**src/sv/lpg_ram.sv**
```systemverilog
// Generic single-port-write, single-port-read RAM with registered read data.
`default_nettype none
module lpg_ram #(
  parameter int unsigned Width = 64,
  parameter int unsigned Depth = 64
) (
  input  wire logic                           clk_i,
  input  wire logic                           we_i,
  input  wire logic [$clog2(Depth)-1:0]       waddr_i,
  input  wire logic [Width-1:0]               wdata_i,
  input  wire logic                           re_i,
  input  wire logic [$clog2(Depth)-1:0]       raddr_i,
  output logic      [Width-1:0]               rdata_o
);
  logic [Width-1:0] mem [Depth];

  always_ff @(posedge clk_i) begin
    if (we_i) begin
      mem[waddr_i] <= wdata_i;
    end
    if (re_i) begin
      rdata_o <= mem[raddr_i];
    end
  end
endmodule
`default_nettype wire

```
**config.mk**
```make
export PLATFORM = sky130hd
export DESIGN_NAME = lpg_ram
export DESIGN_NICKNAME = d
export VERILOG_FILES = /design/src/sv/lpg_ram.sv
export SDC_FILE = /design/constraint.sdc
export NUM_CORES = 2
export LEC_CHECK = 0
export BUFFER_PORTS_ARGS = -buffer_cell sky130_fd_sc_hd__buf_2
export CAP_MARGIN = 5
export CORE_UTILIZATION = 45
export DETAILED_ROUTE_END_ITERATION = 8
export MAX_ROUTING_LAYER = met4
export SLEW_MARGIN = 20
export SYNTH_ARGS = -nofsm -noshare
export SYNTH_HDL_FRONTEND = slang
export SYNTH_SLANG_ARGS = --single-unit
```
**constraint.sdc**
```tcl
create_clock -name clk_i -period 6.9 [get_ports clk_i]
set_clock_uncertainty 0.1 [all_clocks]
set_input_delay 0.345 -clock clk_i [delete_from_list [all_inputs] [get_ports clk_i]]
set_output_delay 0.345 -clock clk_i [all_outputs]
set_load 0.02 [all_outputs]
```
==> flow_results.xml <==
<?xml version="1.0" encoding="UTF-8"?>
<metrics>
  <group name="drt">
    <metric name="wl_met1" unit="µm">176000</metric>
    <metric name="wl_met3" unit="µm">35300</metric>
    <metric name="drt_wl_total" unit="µm">441000</metric>
    <metric name="initialDrtViolationCount" unit="">9910</metric>
    <metric name="vias_per_cell" unit="">6.33</metric>
    <metric name="detail-route-antenna-nets" unit="">0</metric>
    <metric name="top_layer" unit="">met4</metric>
    <metric name="avg_wl_per_cell" unit="µm">36.9</metric>
    <metric name="wl_met2" unit="µm">218000</metric>
    <metric name="first_pass_iters" unit="">5</metric>
    <metric name="detailroute.via_count" unit="">75686</metric>
    <metric name="drc_errors" unit="">0</metric>
  </group>
  <group name="yosys">
    <metric name="synth.distinct_cells" unit="">32</metric>
    <metric name="ys_warn_count" unit="">0</metric>
    <metric name="synth.ff_latch_count" unit="">4160</metric>
    <metric name="netlist_instances" unit="">6598</metric>
    <metric name="synth.cell_area" unit="µm²">157000</metric>
    <metric name="ys_seq_area_frac" unit="">0.796</metric>
    <metric name="mapped_avg_cell_area" unit="µm²">23.8</metric>
    <metric name="mappedNetlistNets" unit="">6677</metric>
  </group>
  <group name="grt">
    <metric name="grt_max_degree" unit="">110</metric>
    <metric name="global_route.usage.total" unit="">0.258</metric>
    <metric name="first_global_vias" unit="">75299</metric>
    <metric name="globalRouteOverflowTotal" unit="">0</metric>
    <metric name="first_pass_grt_wire_length" unit="µm">608000</metric>
    <metric name="grt_antenna_before_repair" unit="">29</metric>
  </group>
  <group name="critical_path">
    <metric name="regToRegEndpoint" unit="">rdata_o[21]</metric>
    <metric name="worstSetupStartpoint" unit="">raddr_i[3]</metric>
    <metric name="cp_data_arrival_time" unit="ps">3700</metric>
    <metric name="timing.critical_path.fanout_max" unit="">45</metric>
    <metric name="setup.worst_path.class" unit="">input port to flip-flop</metric>
    <metric name="r2r.worst_path.cells" unit="">5</metric>
    <metric name="rrSetupSlack" unit="ps">4550</metric>
    <metric name="worst_setup_path_end_kind" unit="">flip-flop</metric>
    <metric name="reg2reg_from" unit="">mem[55][21]</metric>
    <metric name="worst-endpoint-required" unit="ps">7470</metric>
    <metric name="crit_path_start_kind" unit="">input port</metric>
    <metric name="endpoint" unit="">rdata_o[56]</metric>
  </group>
  <group name="pwr">
    <metric name="switching_share" unit="">0.209</metric>
    <metric name="worst_ir_drop_vdd" unit="mV">0.225</metric>
    <metric name="clkPwrFrac" unit="">0.424</metric>
    <metric name="power_internal" unit="mW">41.9</metric>
    <metric name="power_leakage" unit="nW">55.2</metric>
    <metric name="seq_power_share" unit="">0.531</metric>
    <metric name="powerDensity" unit="nW/µm²">297</metric>
    <metric name="netSwitchingPower" unit="mW">11.1</metric>
    <metric name="power_frac_comb" unit="">0.045</metric>
  </group>
  <group name="min_path">
    <metric name="hold_path.class" unit="">input port to flip-flop</metric>
  </group>
  <group name="placement">
    <metric name="buffer_ports.inserted" unit="">142</metric>
    <metric name="finalWeightedCongestion" unit="">0.771</metric>
    <metric name="placed_wire_length_estimate" unit="µm">224000</metric>
  </group>
  <group name="sta">
    <metric name="finalHoldViolCount" unit="">0</metric>
    <metric name="slew_viol_final" unit="">0</metric>
    <metric name="min_period" unit="ps">3130</metric>
    <metric name="setup_viol_count_final" unit="">0</metric>
    <metric name="rsz_0062_raised_after_global_routing" unit="">no</metric>
    <metric name="clock.fmax" unit="MHz">319</metric>
    <metric name="post-route-period-util" unit="">0.454</metric>
    <metric name="fin_hold_ws" unit="ps">32.1</metric>
    <metric name="worst_slew_pin_slew" unit="ps">1210</metric>
    <metric name="timing.max_slew.rel_slack" unit="">0.192</metric>
    <metric name="totalNegativeSetupSlack" unit="ps">0</metric>
  </group>
  <group name="die">
    <metric name="top_level_ports" unit="">143</metric>
    <metric name="coreArea" unit="µm²">347000</metric>
    <metric name="rows" unit="">216</metric>
    <metric name="total_die_area" unit="µm²">351000</metric>
    <metric name="floorplan.initialDensity" unit="">0.453</metric>
    <metric name="chip_height" unit="µm">593</metric>
    <metric name="floorplan.die.width" unit="µm">593</metric>
  </group>
  <group name="clock_tree">
    <metric name="post_cts_buffers" unit="">0</metric>
    <metric name="cts_inserted_buffers" unit="">412</metric>
    <metric name="clk-insertion-delay-late" unit="ps">970</metric>
    <metric name="cts_tree" unit="">yes</metric>
    <metric name="cts-root-to-sink-buffers" unit="">4</metric>
    <metric name="clock-sinks" unit="">4160</metric>
    <metric name="clk_transition_reported_paths" unit="ps">60</metric>
    <metric name="cts-root-buf" unit="">clkbuf_16</metric>
    <metric name="cts.htree.levels" unit="">5</metric>
  </group>
  <group name="final_layout">
    <metric name="num-nets-final" unit="">7114</metric>
    <metric name="multi_input_comb_area" unit="µm²">30800</metric>
    <metric name="most_frequent_standard_cell_in_the_layout_excluding_fill_and_tap_cells" unit="">edfxtp_1</metric>
    <metric name="final_cell_mix" unit="">edfxtp_1 (4160), mux4_2 (1024), clkbuf_16 (420)</metric>
    <metric name="fillCellCount" unit="">26568</metric>
    <metric name="drive_gt1_frac" unit="">0.280</metric>
    <metric name="sequential_cell_area" unit="µm²">125000</metric>
    <metric name="area_delta_synth_final" unit="%">13.6</metric>
  </group>
  <group name="run_status">
    <metric name="outcome" unit="">complete, no violations</metric>
  </group>
  <group name="run">
    <metric name="cap_violations" unit="">0</metric>
  </group>
</metrics>
## per-stage QoR
stage	util	setup WS [ps]	power [mW]	cells	area, µm²
6_report	0.515	3770	53.0	11950	178000
5_1_grt	0.515	3720	54.3	11946	178000
4_1_cts	0.514	3820	53.3	11918	178000
3_5_place_dp	0.474	2830	31.1	11141	164000
3_3_place_gp	0.474	2870	31.0	11137	164000
2_1_floorplan	-	1020	30.0	6598	157000
## timing repair
action | in CTS | in global routing
resized for setup | 0 | 0
hold endpoints to repair | 1396 | 1152
hold buffers | 36 | 18
## sequential cells by signal, summed over array words and instances (netlist names)
name     count
rdata_o     64
mem       4096
## worst max-delay path, cell delays in order
cell,delay (ps)
buf_2,550
nor2b_4,280
buf_4,620
buf_4,850
a22oi_1,200
and3_1,230
a211oi_1,500
## cell usage after synthesis, drive strengths merged
library cell | n | area, µm²
a41oi | 26 | 228
nand4b | 1 | 8.76
or2 | 28 | 175
o22ai | 83 | 519
a22o | 88 | 771
inv | 19 | 71.3
and3 | 64 | 400
edfxtp | 4160 | 125000
and2 | 3 | 18.8
mux2i | 135 | 1350
nand4 | 2 | 12.5
nand3b | 2 | 15.0
nor2 | 112 | 420
nand2 | 58 | 218
nand3 | 45 | 225
or3b | 1 | 8.76
a211oi | 63 | 473
nor2b | 28 | 175
o221ai | 38 | 333
a31oi | 18 | 113
a2bb2oi | 19 | 166
or3 | 29 | 181
clkbuf | 140 | 526
buf | 230 | 1250
nand2b | 11 | 68.8
nor3 | 2 | 10.0
a31o | 1 | 8.76
mux4 | 1024 | 23100
a22oi | 168 | 1260
## layer usage
metal / global-route usage / up-vias
met1: 0.354 / 42046
met5: - / -
met2: 0.411 / 3590
li1: - / 29424
met4: 0.0659 / 0
met3: 0.0373 / 626
## cell families (layout without fill, tap and decap cells)
kind of cell,count (synthesis),in the layout,share of synthesized area
flops,4160,4160,0.796
other cells,0,10,0
simple gates,386,386,0.0123
mux,1159,1159,0.156
compound gates,504,504,0.0247
buf+inv,389,1153,0.0118
## power by group through the flow
stage	clock [mW]	combinational (mW)	sequential, mW
floorplan	0	1.30	28.7
global placement	0	2.35	28.7
detailed placement	0	2.39	28.7
CTS	22.7	2.41	28.1
global route	23.7	2.54	28.1
finish	22.5	2.41	28.1
## worst min path at each step
stage,from,end,cells after the start
after floorplan,wdata_i[0],mem[0][0],0
after global placement,re_i,rdata_o[21],1
after detailed placement,re_i,rdata_o[21],1
after CTS,wdata_i[9],mem[49][9],1
after global routing,wdata_i[40],mem[5][40],1
final,wdata_i[37],mem[4][37],1
## cell type report
class,instances,share of cell area
multi-input cells,2049,0.173
clock buffers,495,0.0605
flip-flops and latches,4160,0.700
clock inverters,246,0.0147
diodes,10,0.000140
inverters,19,0.000400
well taps,4578,0.0321
repair buffers,393,0.0194
(Power assumes the default switching activity.)
