$ cat src/sv/lpg_pkg.sv
// Shared types and constants for the line-of-sight path guidance block.
`default_nettype none
package lpg_pkg;

  typedef enum logic [1:0] {
    CFG_RADIUS    = 2'd0,
    CFG_MAX_SPEED = 2'd1,
    CFG_MIN_SPEED = 2'd2
  } cfg_idx_e;

  typedef enum logic {
    CMD_LOAD = 1'b0,
    CMD_POSE = 1'b1
  } cmd_e;

  typedef enum logic [3:0] {
    T_NONE, T_RAW, T_R2, T_L2S, T_L2A, T_DOTS, T_DOTA, T_CRS, T_CRB,
    T_WS0, T_WS1, T_WS2, T_WA0, T_WA1, T_WA2
  } mul_tag_e;

  typedef struct packed {
    logic               vld;
    mul_tag_e           tag;
    logic signed [65:0] p;
  } mul_res_t;

  localparam logic signed [17:0] PI_Q      = 18'sd25736;
  localparam logic signed [17:0] TWO_PI_Q  = 18'sd51472;
  localparam logic [15:0]        HALF_PI_Q = 16'd12868;
  localparam int unsigned        CORDIC_STEPS = 20;
  localparam logic signed [23:0] ATAN0_X2  = 24'sd1647100;
  localparam logic [63:0] SPD_RECIP =
    ((64'd1 << 44) + 64'(HALF_PI_Q) - 64'd1) / 64'(HALF_PI_Q);

  function automatic logic [21:0] cordic_atan(input logic [4:0] i);
    logic [21:0] r;
    unique case (i)
      5'd0:  r = 22'd823550;
      5'd1:  r = 22'd486170;
      5'd2:  r = 22'd256879;
      5'd3:  r = 22'd130396;
      5'd4:  r = 22'd65451;
      5'd5:  r = 22'd32757;
      5'd6:  r = 22'd16383;
      5'd7:  r = 22'd8192;
      5'd8:  r = 22'd4096;
      5'd9:  r = 22'd2048;
      5'd10: r = 22'd1024;
      5'd11: r = 22'd512;
      5'd12: r = 22'd256;
      5'd13: r = 22'd128;
      5'd14: r = 22'd64;
      5'd15: r = 22'd32;
      5'd16: r = 22'd16;
      5'd17: r = 22'd8;
      5'd18: r = 22'd4;
      5'd19: r = 22'd2;
      default: r = 22'd0;
    endcase
    return r;
  endfunction

endpackage
`default_nettype wire

$ cat src/sv/lpg_mul.sv
// Shared registered 33x33 signed multiplier with a result tag.
`default_nettype none
module lpg_mul (
  input  wire logic               clk_i,
  input  wire logic               rst_ni,
  input  wire logic               go_i,
  input  wire logic signed [32:0] a_i,
  input  wire logic signed [32:0] b_i,
  input  wire lpg_pkg::mul_tag_e  tag_i,
  output lpg_pkg::mul_res_t       res_o
);
  logic               vld_q;
  lpg_pkg::mul_tag_e  tag_q;
  logic signed [65:0] p_q;

  always_ff @(posedge clk_i or negedge rst_ni) begin
    if (!rst_ni) begin
      vld_q <= 1'b0;
      tag_q <= lpg_pkg::T_NONE;
    end else begin
      vld_q <= go_i;
      tag_q <= tag_i;
    end
  end

  always_ff @(posedge clk_i) begin
    if (go_i) begin
      p_q <= a_i * b_i;
    end
  end

  assign res_o = {vld_q, tag_q, p_q};
endmodule
`default_nettype wire

$ cat config.mk
export PLATFORM = sky130hd
export DESIGN_NAME = lpg_mul
export DESIGN_NICKNAME = d
export VERILOG_FILES = /design/src/sv/lpg_pkg.sv /design/src/sv/lpg_mul.sv
export SDC_FILE = /design/constraint.sdc
export NUM_CORES = 2
export LEC_CHECK = 0
export BUFFER_PORTS_ARGS = -buffer_cell sky130_fd_sc_hd__buf_2
export CELL_PAD_IN_SITES_DETAIL_PLACEMENT = 2
export CELL_PAD_IN_SITES_GLOBAL_PLACEMENT = 2
export CORE_MARGIN = 1
export CORE_UTILIZATION = 47
export CTS_BUF_LIST = sky130_fd_sc_hd__clkbuf_4
export CTS_CLUSTER_DIAMETER = 30
export DETAILED_ROUTE_END_ITERATION = 8
export PLACE_DENSITY = 0.95
export RECOVER_POWER = 25
export SLEW_MARGIN = 10
export SYNTH_ARGS = -nofsm -noshare
export SYNTH_HDL_FRONTEND = slang
export SYNTH_SLANG_ARGS = --single-unit
export TNS_END_PERCENT = 5
$ cat constraint.sdc
create_clock -name clk_i -period 1.1 [get_ports clk_i]
set_input_delay 0 -clock clk_i [delete_from_list [all_inputs] [get_ports clk_i]]
set_output_delay 0 -clock clk_i [all_outputs]
set_load 0.005 [all_outputs]
==> results of run 1 <==
==> cells by family after synthesis <==
kind of cell             share of synthesized area [%]
buffers and inverters                             12.3
AO/OA/AOI/OAI                                     3.99
AND/OR/NAND/NOR                                   15.5
XOR/XNOR                                          1.43
adder cells (fa/ha/maj)                           61.7
flip-flops                                        5.07
==> metrics by stage <==
| step | TNS [ps] | worst slack [ps] |
|---|---|---|
| after floorplan | -300590 | -5570 |
| after global placement | -344770 | -6270 |
| after detailed placement | -423110 | -7880 |
==> flow_metrics.py, run 1 <==
metrics = {
    "status": {
        "status": "stopped before the end",
        "haltStage": "4_1_cts",
        "tool.error": "[ERROR DPL-0033] detailed placement checks failed during check placement.",
    },
    "die": {
        "initial_utilization_pct": 47.6,
        "die_w_microns": 299,
        "pin_count": 144,
        "die_height_microns": 299,
        "rows": 108,
    },
    "logic_synthesis": {
        "ys_warn_count": 0,
        "synth_top_cell_by_area": "fa_1",
        "ys_ff_latch": 71,
        "syn_nets": 5779,
        "synth_area_leaders": "fa_1, inv_1, and2_1",
        "synth.distinct_cells": 82,
        "syn_inst": 4344,
        "syn-cell-area_sq_mm": 0.0415,
        "synth_edf_count": 66,
        "synthTopCellsByCount": "fa_1, inv_1, and2_1",
        "seq_area_frac_synth_pct": 5.07,
        "yosys_most_used_dff": "edfxtp_1",
        "synthArstFlopShare_pct": 7.04,
        "synth_most_common_cell": "fa_1",
        "synth_top_area_share_pct": 55.2,
        "syn_area_per_cell_sq_um": 9.56,
    },
    "placed_design": {
        "dp_cells": 5907,
        "portBuffers": 143,
        "dpl.hpwl_microns": 230000,
        "placed_area_sq_mm": 0.0469,
        "gp_congestion": 0.932,
    },
    "clock_network": {
        "cts_hold_repair.buffers": 7,
        "htree_levels": 3,
        "cts_resized": 487,
        "cts_buffer_depth": 2,
        "cts_root_buf": "clkbuf_4",
        "cts_buffers": 9,
        "cts_setup_buffers": 48,
        "clkSinkCount": 71,
    },
}
==> run 2: changes to the inputs <==
CELL_PAD_IN_SITES_DETAIL_PLACEMENT = not set   (was 2)
CELL_PAD_IN_SITES_GLOBAL_PLACEMENT = not set   (was 2)
CORE_UTILIZATION = 35   (was 47)
CTS_BUF_LIST = not set   (was sky130_fd_sc_hd__clkbuf_4)
CTS_CLUSTER_DIAMETER = not set   (was 30)
PLACE_DENSITY = not set   (was 0.95)
PLACE_DENSITY_LB_ADDON = 0.15   (was not set)
==> run 2 against run 1 <==
Effect of this change: the flow now finishes, with violations (design-rule violations, negative setup slack); area after synthesis is the same; synthesized cell count is the same.
==> flow_metrics.py, run 2 <==
metrics = {
    "status": {
        "status": "finished, violations left",
        "violations": "design-rule violations, negative setup slack",
    },
    "placed_design": {
        "portBuffers": 143,
        "dpl.hpwl_microns": 110000,
        "placed_area_sq_mm": 0.0477,
        "dp_cells": 6314,
        "gp_congestion": 0.869,
    },
    "die": {
        "initial_utilization_pct": 35.3,
        "die_w_microns": 346,
        "die_area_sq_mm": 0.120,
        "pin_count": 144,
        "rows": 126,
        "die_height_microns": 346,
        "core_area_sq_mm": 0.118,
    },
    "clock_network": {
        "clkSinkCount": 71,
        "cts_buffers": 9,
        "cts_tree": "built",
        "cts_root_buf": "clkbuf_16",
        "clk_pin_slew_worst_paths_ps": 70,
        "cts_buffer_depth": 2,
        "htree_levels": 3,
    },
    "logic_synthesis": {
        "syn_inst": 4344,
        "synth_most_common_cell": "fa_1",
        "ys_ff_latch": 71,
        "synth_top_cell_by_area": "fa_1",
        "ys_warn_count": 0,
        "synthTopCellsByCount": "fa_1, inv_1, and2_1",
        "syn-cell-area_sq_mm": 0.0415,
        "synthArstFlopShare_pct": 7.04,
        "yosys_most_used_dff": "edfxtp_1",
        "syn_nets": 5779,
        "synth.distinct_cells": 82,
        "syn_area_per_cell_sq_um": 9.56,
        "synth_area_leaders": "fa_1, inv_1, and2_1",
        "synth_edf_count": 66,
        "seq_area_frac_synth_pct": 5.07,
        "synth_top_area_share_pct": 55.2,
    },
    "timing": {
        "hold_viol": 0,
        "fmax_ghz": 0.149,
        "rsz0062_at_grt": "true",
        "timing.final.max_slew_violations": 0,
        "timing.final.ws_setup_ps": -5620,
        "tightest_slew_ps": 1070,
        "setup_viol": 64,
        "relSlewSlack_pct": 28.7,
        "fin_hold_ws_ps": 204,
        "fin_crit_ps": 6720,
        "fin_crit_sh_pct": 611,
    },
    "final_layout": {
        "nFillCells": 11714,
        "mostFrequentLayoutCell": "fa_1",
        "reg_top3": "p_q x66, tag_q x4, vld_q x1",
        "multiInputGateArea_sq_mm": 0.0353,
        "drive_above_1_share_pct": 19.2,
        "fin_nets": 6254,
        "syn2layout_area_growth_pct": 19.7,
        "final_cells": 6361,
        "seq_area_sq_mm": 0.00211,
        "largest_register": "p_q",
        "finalInstanceArea_sq_mm": 0.0497,
        "largest_reg_flops": 66,
        "mostFrequentLayoutCells": "fa_1, inv_1, and2_1, nand2_1, buf_4",
    },
    "detailed_routing": {
        "wirelength_microns": 121000,
        "drc": 1,
        "routed-via-count": 29604,
        "ant_nets": 0,
        "drt_first_pass_iters": 7,
        "vias_per_cell": 4.65,
        "wire_per_inst_microns": 19.1,
        "first_iter_violations": 1167,
    },
    "job": {
        "maxCapViolations": 0,
    },
    "grt": {
        "grt_overflow": 0,
        "grt_max_degree": 22,
        "antenna_found_initial": 6,
        "grt_usage_pct": 21.1,
        "first_global_vias": 33019,
        "grt_pass1_wl_microns": 193000,
    },
    "setup_path": {
        "critPathKind": "input pin to flip-flop",
        "critical_path.slowest_cell": "fa_2",
        "worst-path-buf-inv": 7,
        "crit_required_ps": 1210,
        "critPathCaptureType": "flip-flop",
        "max_stage_delay_ps": 600,
        "crit_family": "adder cells",
        "cp-start-kind": "input pin",
        "path_max_fanout": 10,
        "arrival_ps": 6830,
    },
    "hold_path": {
        "worst_hold_path_type": "input pin to flip-flop",
    },
}
==> run 2: cell counts after synthesis <==
Identical to the previous run, type by type.
==> run 2: tightest hold or removal path: stages <==
cell and delay, ps:
buf_12 140, buf_12 170, and2_1 130
==> run 2: routing by layer <==
layer	global-route usage, %	part of all wire [%]	wire length (microns)
met5	0	0.011	13
met1	25.3	39	47000
met2	40.1	56	67600
met4	5.25	2.8	3400
met3	1.87	2.8	3390
==> run 2: logic make-up after synthesis <==
kind of cell	after synthesis	synth area share, %
compound gates	219	3.99
xor+xnor	68	1.43
fa+ha+maj	1362	61.7
buf+inv	1353	12.3
flops	71	5.07
simple gates	1271	15.5
==> run 2: stage by stage <==
step | setup slack, ps | util (%) | setup TNS [ps]
after CTS | -5670 | 41.7 | -307370
after global placement | -6340 | 40.5 | -351970
after global routing | -5860 | 42.2 | -319270
after floorplan | -5570 | - | -300590
final | -5620 | 42.2 | -305430
after detailed placement | -6330 | 40.5 | -351220
==> run 2: path summary, 6_finish.rpt <==
path / endpoint / from / cells after the start
min in group asynchronous: tag_q[0] / rst_ni / 3
min: p_q[0] / b_i[0] / 3
max in group asynchronous: tag_q[3] / rst_ni / 3
max: p_q[62] / a_i[32] / 25
==> run 2: what timing repair did <==
action	CTS	global route
resized for setup	264	114
hold buffers	6	0
hold endpoints to repair	9	0
gates cloned	0	0
setup endpoints to repair	65	64
pin swaps	74	92
buffers inserted	6	18
==> run 2: cell type report <==
class / instances / share of cell area, %
well taps: 1536 / 3.87
clock inverters: 7 / 0.138
repair buffers: 686 / 11.8
diodes: 1 / 0.00503
multi-input cells: 2920 / 70.9
clock buffers: 9 / 0.453
flip-flops and latches: 71 / 4.24
inverters: 1131 / 8.55
Power of run 2 is left out: the tool's default activity adds up to more than one toggle a clock period on the data nets, which glitch-free logic cannot reach.
